### src/hdl/crcr_pkg.sv
// ============================================================================
// crcr_pkg: shared types, constants and the single-bit CRC step
// Widths of the remainder path, configuration codes and the GF(2) shift
// function used by both the word stage and the flush engine.
// ============================================================================
package crcr_pkg;

    localparam int REM_W          = 31;  // widest remainder held by the datapath
    localparam int IDX_W          = $clog2(REM_W);
    localparam int DEG_W          = 5;   // width of the degree register
    localparam int CFG_W          = 32;  // configuration write data width
    localparam int CFG_IDX_W      = 1;
    localparam int NIB_W          = 4;
    localparam int FLUSH_STEP     = 4;   // zero bits flushed per cycle
    localparam int QUEUE_DEPTH    = 2;
    localparam int CRC_MAX_DEGREE = 31;
    localparam int GEN_RESET      = 32'h0001_1021;
    localparam int DEG_RESET      = 16;

    localparam logic [CFG_IDX_W-1:0] CFG_GENERATOR = 1'b0;
    localparam logic [CFG_IDX_W-1:0] CFG_DEGREE    = 1'b1;

    // Live configuration as seen by the datapath; deg is already saturated.
    typedef struct packed {
        logic [REM_W-1:0] gen;
        logic [DEG_W-1:0] deg;
    } t_cfg;

    // One bit of polynomial division: shift left, take the new bit, and
    // reduce by the generator when the bit leaving the top was set.
    function automatic logic [REM_W-1:0] f_crc_shift(
        input logic [REM_W-1:0] crc,
        input logic             din,
        input t_cfg             cfg
    );
        logic [REM_W-1:0] mask;
        logic             top;
        logic [REM_W-1:0] nxt;
        mask = ~({REM_W{1'b1}} << cfg.deg);
        top  = (cfg.deg != '0) ? crc[IDX_W'(cfg.deg - 1'b1)] : 1'b0;
        nxt  = {crc[REM_W-2:0], din} & mask;
        if (top) begin
            nxt = nxt ^ (cfg.gen & mask);
        end
        return nxt;
    endfunction

endpackage

### src/hdl/crcr_front.sv
// ============================================================================
// crcr_front: word stage of the CRC engine
// Folds four message bits per accepted word into the running remainder and
// hands the remainder of a finished frame to the flush queue.
// ============================================================================
module crcr_front #(
    parameter int MAX_DEGREE = crcr_pkg::CRC_MAX_DEGREE
) (
    input  logic                      i_clk,
    input  logic                      i_rst_n,
    input  crcr_pkg::t_cfg            i_cfg,
    input  logic                      i_valid,
    input  logic [crcr_pkg::NIB_W-1:0] i_nibble,
    input  logic                      i_last,
    input  logic                      i_q_full,
    output logic                      o_stall,
    output logic                      o_push,
    output logic [((MAX_DEGREE < crcr_pkg::REM_W) ? MAX_DEGREE : crcr_pkg::REM_W)-1:0]
                                      o_push_data
);
    import crcr_pkg::*;

    localparam int REG_W = (MAX_DEGREE < REM_W) ? MAX_DEGREE : REM_W;

    logic [REG_W-1:0] r_crc;
    logic [REM_W-1:0] n_crc;
    logic             accept;

    // Four dependent shift steps, most significant message bit first.
    always_comb begin
        n_crc = REM_W'(r_crc);
        for (int i = 0; i < NIB_W; i++) begin
            n_crc = f_crc_shift(n_crc, i_nibble[2'(NIB_W - 1 - i)], i_cfg);
        end
    end

    assign o_stall     = i_q_full;
    assign accept      = i_valid && !o_stall;
    assign o_push      = accept && i_last;
    assign o_push_data = REG_W'(n_crc);

    always_ff @(posedge i_clk) begin
        if (!i_rst_n) begin
            r_crc <= '0;
        end else if (accept) begin
            r_crc <= i_last ? '0 : REG_W'(n_crc);
        end
    end

endmodule

### src/hdl/crcr_queue.sv
// ============================================================================
// crcr_queue: small first-in first-out buffer
// Holds frame remainders between the word stage and the flush engine.
// ============================================================================
module crcr_queue #(
    parameter int WIDTH = crcr_pkg::REM_W,
    parameter int DEPTH = crcr_pkg::QUEUE_DEPTH
) (
    input  logic             i_clk,
    input  logic             i_rst_n,
    input  logic             i_push,
    input  logic [WIDTH-1:0] i_data,
    input  logic             i_pop,
    output logic             o_valid,
    output logic             o_full,
    output logic [WIDTH-1:0] o_data
);
    localparam int PTR_W = (DEPTH > 1) ? $clog2(DEPTH) : 1;
    localparam int CNT_W = $clog2(DEPTH + 1);

    logic [WIDTH-1:0] r_mem [DEPTH];
    logic [PTR_W-1:0] r_wr_ptr;
    logic [PTR_W-1:0] r_rd_ptr;
    logic [CNT_W-1:0] r_count;

    assign o_valid = (r_count != '0);
    assign o_full  = (r_count == CNT_W'(DEPTH));
    assign o_data  = r_mem[r_rd_ptr];

    always_ff @(posedge i_clk) begin
        if (i_push) begin
            r_mem[r_wr_ptr] <= i_data;
        end
    end

    always_ff @(posedge i_clk) begin
        if (!i_rst_n) begin
            r_wr_ptr <= '0;
            r_rd_ptr <= '0;
            r_count  <= '0;
        end else begin
            if (i_push) begin
                r_wr_ptr <= (r_wr_ptr == PTR_W'(DEPTH - 1)) ? '0 : r_wr_ptr + 1'b1;
            end
            if (i_pop) begin
                r_rd_ptr <= (r_rd_ptr == PTR_W'(DEPTH - 1)) ? '0 : r_rd_ptr + 1'b1;
            end
            if (i_push && !i_pop) begin
                r_count <= r_count + 1'b1;
            end else if (!i_push && i_pop) begin
                r_count <= r_count - 1'b1;
            end
        end
    end

endmodule

### src/hdl/crcr_back.sv
// ============================================================================
// crcr_back: flush engine and result register
// Shifts degree zero bits through each queued remainder, four per cycle,
// and presents the finished remainder in an output register.
// ============================================================================
module crcr_back #(
    parameter int MAX_DEGREE = crcr_pkg::CRC_MAX_DEGREE
) (
    input  logic                       i_clk,
    input  logic                       i_rst_n,
    input  crcr_pkg::t_cfg             i_cfg,
    input  logic                       i_q_valid,
    input  logic [((MAX_DEGREE < crcr_pkg::REM_W) ? MAX_DEGREE : crcr_pkg::REM_W)-1:0]
                                       i_q_data,
    output logic                       o_q_pop,
    output logic                       o_valid,
    input  logic                       i_stall,
    output logic [crcr_pkg::REM_W-1:0] o_remainder
);
    import crcr_pkg::*;

    localparam int REG_W = (MAX_DEGREE < REM_W) ? MAX_DEGREE : REM_W;

    logic             r_busy;
    logic [DEG_W-1:0] r_cnt;
    logic [REG_W-1:0] r_work;
    logic             r_out_valid;
    logic [REM_W-1:0] r_rem;

    logic [REM_W-1:0] n_work;
    logic [DEG_W-1:0] n_cnt;
    logic             done;
    logic             move;

    // Up to four zero bits this cycle; fewer on the final step of a flush.
    always_comb begin
        n_work = REM_W'(r_work);
        for (int j = 0; j < FLUSH_STEP; j++) begin
            if (DEG_W'(j) < r_cnt) begin
                n_work = f_crc_shift(n_work, 1'b0, i_cfg);
            end
        end
        n_cnt = (r_cnt > DEG_W'(FLUSH_STEP)) ? r_cnt - DEG_W'(FLUSH_STEP) : '0;
    end

    assign done        = r_busy && (r_cnt == '0);
    assign move        = done && (!r_out_valid || !i_stall);
    assign o_q_pop     = i_q_valid && (!r_busy || move);
    assign o_valid     = r_out_valid;
    assign o_remainder = r_rem;

    always_ff @(posedge i_clk) begin
        if (!i_rst_n) begin
            r_busy      <= 1'b0;
            r_cnt       <= '0;
            r_out_valid <= 1'b0;
        end else begin
            if (move) begin
                r_out_valid <= 1'b1;
                r_rem       <= REM_W'(r_work);
            end else if (!i_stall) begin
                r_out_valid <= 1'b0;
            end

            if (o_q_pop) begin
                r_busy <= 1'b1;
                r_work <= i_q_data;
                r_cnt  <= i_cfg.deg;
            end else if (move) begin
                r_busy <= 1'b0;
            end else if (r_busy) begin
                r_work <= REG_W'(n_work);
                r_cnt  <= n_cnt;
            end
        end
    end

endmodule

### src/hdl/crc_remainder_generic.sv
// ============================================================================
// crc_remainder_generic: streaming CRC remainder generator
// Polynomial division over GF(2) with a programmable generator and degree,
// fed four message bits per word, emitting one remainder per frame.
// ============================================================================
//
//  Channel   Direction  Handshake                  Payload
//  -------   ---------  -------------------------  ---------------------------
//  in        sink       i_in_valid / o_in_stall    i_nibble, i_last
//  out       source     o_out_valid / i_out_stall  o_remainder
//  cfg       sink       i_cfg_we (no wait)         i_cfg_index, i_cfg_data
//
// The word stage takes one input word every cycle while the two-entry frame
// queue has room; its four chained shift steps set that figure.
// Each frame is then flushed four zero bits per step and moved into the
// result register, and the next queued frame is loaded in that same move
// cycle, so frames with more words than flush steps stream at one word per
// cycle while results are taken; shorter frames back up in the queue.
// Reset is synchronous and active low; it clears the running remainder, the
// queue and all valid flags, and restores the generator and degree.
// A stalled result waits in the output register while further words are
// still accepted until the queue fills; o_in_stall depends on queue fill
// only.
//
module crc_remainder_generic #(
    parameter int MAX_DEGREE = crcr_pkg::CRC_MAX_DEGREE
) (
    input  logic                           i_clk,
    input  logic                           i_rst_n,
    // Input words
    input  logic                           i_in_valid,
    output logic                           o_in_stall,
    input  logic [crcr_pkg::NIB_W-1:0]     i_nibble,
    input  logic                           i_last,
    // Results
    output logic                           o_out_valid,
    input  logic                           i_out_stall,
    output logic [crcr_pkg::REM_W-1:0]     o_remainder,
    // Configuration writes
    input  logic                           i_cfg_we,
    input  logic [crcr_pkg::CFG_IDX_W-1:0] i_cfg_index,
    input  logic [crcr_pkg::CFG_W-1:0]     i_cfg_data
);
    import crcr_pkg::*;

    localparam int REG_W = (MAX_DEGREE < REM_W) ? MAX_DEGREE : REM_W;

    // Only the low bits of the generator can ever reach the datapath, as
    // the mask never extends past bit thirty.
    logic [REM_W-1:0] r_gen;
    logic [DEG_W-1:0] r_degree;
    t_cfg             cfg;

    logic             q_push;
    logic [REG_W-1:0] q_push_data;
    logic             q_pop;
    logic             q_valid;
    logic             q_full;
    logic [REG_W-1:0] q_data;

    always_ff @(posedge i_clk) begin
        if (!i_rst_n) begin
            r_gen    <= REM_W'(GEN_RESET);
            r_degree <= DEG_W'(DEG_RESET);
        end else if (i_cfg_we) begin
            unique case (i_cfg_index)
                CFG_GENERATOR: r_gen    <= REM_W'(i_cfg_data);
                CFG_DEGREE:    r_degree <= DEG_W'(i_cfg_data);
                default:       r_gen    <= r_gen;
            endcase
        end
    end

    // A degree beyond what the datapath holds saturates to its maximum.
    always_comb begin
        cfg.gen = r_gen;
        cfg.deg = (32'(r_degree) > 32'(MAX_DEGREE)) ? DEG_W'(MAX_DEGREE) : r_degree;
    end

    crcr_front #(
        .MAX_DEGREE (MAX_DEGREE)
    ) u_front (
        .i_clk       (i_clk),
        .i_rst_n     (i_rst_n),
        .i_cfg       (cfg),
        .i_valid     (i_in_valid),
        .i_nibble    (i_nibble),
        .i_last      (i_last),
        .i_q_full    (q_full),
        .o_stall     (o_in_stall),
        .o_push      (q_push),
        .o_push_data (q_push_data)
    );

    crcr_queue #(
        .WIDTH (REG_W),
        .DEPTH (QUEUE_DEPTH)
    ) u_queue (
        .i_clk   (i_clk),
        .i_rst_n (i_rst_n),
        .i_push  (q_push),
        .i_data  (q_push_data),
        .i_pop   (q_pop),
        .o_valid (q_valid),
        .o_full  (q_full),
        .o_data  (q_data)
    );

    crcr_back #(
        .MAX_DEGREE (MAX_DEGREE)
    ) u_back (
        .i_clk       (i_clk),
        .i_rst_n     (i_rst_n),
        .i_cfg       (cfg),
        .i_q_valid   (q_valid),
        .i_q_data    (q_data),
        .o_q_pop     (q_pop),
        .o_valid     (o_out_valid),
        .i_stall     (i_out_stall),
        .o_remainder (o_remainder)
    );

endmodule

### config.mk
export PLATFORM = sky130hd
export DESIGN_NAME = crc_remainder_generic
export DESIGN_NICKNAME = d
export VERILOG_FILES = /design/src/hdl/crcr_pkg.sv /design/src/hdl/crcr_front.sv /design/src/hdl/crcr_queue.sv /design/src/hdl/crcr_back.sv /design/src/hdl/crc_remainder_generic.sv
export SDC_FILE = /design/constraint.sdc
export NUM_CORES = 1
export LEC_CHECK = 0
export BUFFER_PORTS_ARGS = -buffer_cell sky130_fd_sc_hd__buf_2
export CORE_MARGIN = 2
export CORE_UTILIZATION = 35
export CTS_CLUSTER_SIZE = 14
export DETAILED_ROUTE_END_ITERATION = 12
export PLACE_DENSITY = 0.51
export REMOVE_ABC_BUFFERS = 1
export SETUP_SLACK_MARGIN = 0.5
export SLEW_MARGIN = 10
export SYNTH_ARGS = -nofsm -noshare
export SYNTH_HDL_FRONTEND = slang
export SYNTH_HIERARCHICAL = 1
export SYNTH_SLANG_ARGS = --single-unit
### constraint.sdc
create_clock -name i_clk -period 8.57 [get_ports i_clk]
set_input_delay 1.714 -clock i_clk [delete_from_list [all_inputs] [get_ports i_clk]]
set_output_delay 1.714 -clock i_clk [all_outputs]
set_load 0.005 [all_outputs]
==> impl_metrics.ini <==
[worst_setup_path]
reg2reg_slack_ns = 0.62
endpoint_kind = flip-flop
crit_end = u_queue/r_mem[1][16]$_DFFE_PP_
r2r-start = r_degree[1]$_SDFFE_PN0P_
start_kind = flip-flop
cp_max_fo = 10
critical_path.max_stage_delay_ns = 0.43
crit_slowest_cell = and4b_4
worstReg2RegEnd = u_queue/r_mem[1][16]$_DFFE_PP_
worstPathRequired_ns = 8.88
cp.arrival_ns = 8.27
reg2regPathDepth = 32
crit_start = r_degree[1]$_SDFFE_PN0P_
criticalPathCategory = reg -> reg
path_common_cell = buf_4

[die]
die-height_um = 241
core_mm2 = 0.0553
start_util_pct = 35.6
ios = 76
dieArea_mm2 = 0.0582
fp.dieW_um = 241
rows = 86

[clock_network]
cts_tree = built
clk_latency_ns = 0.58
clk_transition_reported_paths_ns = 0.06
cts_buffer_depth = 3
cts_hold_buf = 0
cts_buffers = 27
clockRootBuffer = clkbuf_16
htreeDepth = 1
clock-sinks = 203

[detailed_routing]
drt_pre_antenna_iters = 6
drt_first_iter_violations = 2352
vias_per_cell = 6.20
detail-route-antenna-nets = 0
post-route-drc-count = 0
wl_um = 93500
vias = 21033
wl_per_cell_um = 27.6

[pwr]
clockPowerShare_pct = 13.7
leakage_uw = 0.00844
switching_power_uw = 4290
p_int_uw = 3880
switching_share_pct = 52.5
pwr-share-seq_pct = 18.5
ir_worst_vdd_mv = 0.284
combPwrFrac_pct = 67.8
p_per_area_mw_per_mm2 = 349

[grt]
grt-ovfl-total = 0
antenna_found_initial = 2
grt_pass1_wl_um = 135000
grt_max_degree = 74
grt_use_total_pct = 31.4
grt_pass1_vias = 19841

[timing]
fmax_mhz = 126
min_period_ns = 7.95
worst_pin_slew_ns = 1.17
finalClockSkew_ns = 0.0181
fin_ws_ns = 0.616
finalSetupViolations = 0
finalHoldViolCount = 0
drv_slew = 0
post-route-period-util_pct = 92.8
hold_ws_ns = 0.463
relSlewSlack_pct = 21.7
rsz0062_at_grt = false
fin_setup_tns_ns = 0

[yosys]
syn_area_mm2 = 0.0197
syn_inst = 2428
synthArstFlopShare_pct = 0
yosysWarnings = 6
yosysTopAreaCellShare_pct = 18.9
synth_edf_count = 124
synth_seq_cells = 203
ys_seq_area_share_pct = 26.9
synthTopCellsByArea = edfxtp_1 19%, dfxtp_1 8.0%, nand2_1 6.6%, mux2i_1 5.5%, nor2_1 4.5%
synthFlopType = edfxtp_1
synth_top_cells_by_count = 346 x nand2_1, 238 x nor2_1, 124 x edfxtp_1
synth.distinct_cells = 127
synth_area_leader_cell = edfxtp_1
yosysMostFrequentCell = nand2_1
synth_area_per_cell_um2 = 8.11

[placement]
place_area_mm2 = 0.0221
dpl.hpwl_um = 68500
place_ws_ns = 0.0168
gp_congestion = 0.994
port_buffers = 72

[run]
cap_viol_max_count = 0

[final_layout]
layout-drive-gt1-share_pct = 22.4
nNetsFinal = 2679
area_delta_synth_final_pct = 18.8
final_area_mm2 = 0.0234
post-route-util_pct = 42.3

[status]
status = finished clean

[worst_hold_path]
min_path_type = reg -> reg
metrics by stage:
step / total power (uW) / instances
2_1_floorplan: 4650 / 2266
3_3_place_gp: 6690 / 3331
3_5_place_dp: 6730 / 3331
4_1_cts: 7930 / 3381
5_1_grt: 8560 / 3390
6_report: 8170 / 3392
power groups by stage:
stage	combinational, uW	clock (uW)	sequential (uW)
4_1_cts	5280	1140	1500
5_1_grt	5870	1170	1520
6_report	5540	1120	1510
2_1_floorplan	3190	0	1460
3_3_place_gp	5170	0	1520
3_5_place_dp	5210	0	1520
flip-flops by register name, summed over array words and instances (netlist names), 2 cells and up, named ones only:
signal	cells
u_back/r_cnt	5
u_queue/r_count	2
u_back/o_remainder	31
r_degree	5
u_front/r_crc	31
u_queue/r_mem	62
r_gen	31
u_back/r_work	31
cells in the final DEF, fill, tap and decap left out, types with 16 or more instances in the layout:
| master | netlist | final |
|---|---|---|
| nand2_1 | 346 | 345 |
| nor2_1 | 238 | 232 |
| buf_4 | 27 | 231 |
| edfxtp_1 | 124 | 124 |
| a21oi_1 | 114 | 111 |
| mux2i_1 | 108 | 106 |
| xnor2_1 | 91 | 89 |
| dfxtp_1 | 79 | 75 |
| xor2_1 | 73 | 73 |
| buf_2 | 28 | 72 |
| nand3_1 | 72 | 71 |
| nor3_1 | 70 | 68 |
| o21ai_0 | 68 | 67 |
| inv_1 | 62 | 61 |
| o31ai_1 | 56 | 52 |
| mux2_2 | 45 | 45 |
| o21ai_1 | 38 | 39 |
| and2_1 | 38 | 37 |
| nand4_1 | 35 | 35 |
| a31oi_1 | 33 | 31 |
| clkbuf_16 | 0 | 28 |
| a22oi_1 | 26 | 26 |
| nand2b_1 | 24 | 23 |
| and3_1 | 23 | 22 |
| or3_1 | 21 | 21 |
| or2_2 | 20 | 20 |
| o21a_1 | 21 | 20 |
| nor4_1 | 19 | 19 |
| buf_12 | 3 | 18 |
| o211ai_1 | 17 | 17 |
| nor2b_1 | 18 | 16 |
| a21o_1 | 16 | 16 |
worst min path at each step:
stage | cells past startpoint | slack (ns) | end | start
final | 2 | 0.46 | r_gen[14]$_SDFFE_PN0P_ | r_gen[14]$_SDFFE_PN0P_
after global routing | 2 | 0.48 | r_gen[14]$_SDFFE_PN0P_ | r_gen[14]$_SDFFE_PN0P_
after CTS | 2 | 0.47 | r_gen[14]$_SDFFE_PN0P_ | r_gen[14]$_SDFFE_PN0P_
after detailed placement | 2 | 0.46 | r_gen[14]$_SDFFE_PN0P_ | r_gen[14]$_SDFFE_PN0P_
after global placement | 2 | 0.44 | r_gen[14]$_SDFFE_PN0P_ | r_gen[14]$_SDFFE_PN0P_
after floorplan | 2 | 0.42 | u_front/r_crc[30]$_SDFFE_PN0P_ | u_front/r_crc[30]$_SDFFE_PN0P_
repair_timing:
item,4_1_cts,5_1_grt
resized for setup,23,51
pin swaps,1,11
setup buffers,1,8
cloned,0,1
hold endpoints to repair,0,0
endpoints found under the setup margin,92,124
metal layers:
metal / global-route usage, % / share of wire (%) / vias up
li1: - / - / 9428
met1: 40.6 / 41 / 10281
met2: 51.6 / 46 / 1026
met3: 3.67 / 7.0 / 296
met4: 15.6 / 5.7 / 2
met5: 0 / 0.0086 / -
cell type report:
type | instances | area (um^2)
clock inverters | 12 | 93.8
well taps | 748 | 936
fillers | 5680 | 31900
repair buffers | 326 | 2510
clock buffers | 37 | 754
multi-input cells | 1997 | 13500
flip-flops and latches | 203 | 5310
diodes | 2 | 5.00
inverters | 67 | 251
kinds of logic (layout without fill, tap and decap cells):
| family | after synthesis | count (layout) | share of synthesized area, % |
|---|---|---|---|
| flops | 203 | 203 | 26.9 |
| mux | 156 | 156 | 8.25 |
| other cells | 0 | 2 | 0 |
| simple gates | 999 | 1000 | 24.6 |
| buf+inv | 229 | 442 | 6.45 |
| fa+ha+maj | 14 | 14 | 0.890 |
| compound gates | 657 | 657 | 25.1 |
| xor+xnor | 170 | 170 | 7.79 |
critical path: cells and delay by family, from the launching register on:
family	cells	cell delay, ns
compound gates	12	2.98
xor+xnor	1	0.27
fa+ha+maj	2	0.55
buf+inv	10	1.77
flops	1	0.33
mux	3	0.72
simple gates	4	1.02
Power figures use the tool's default switching activity.
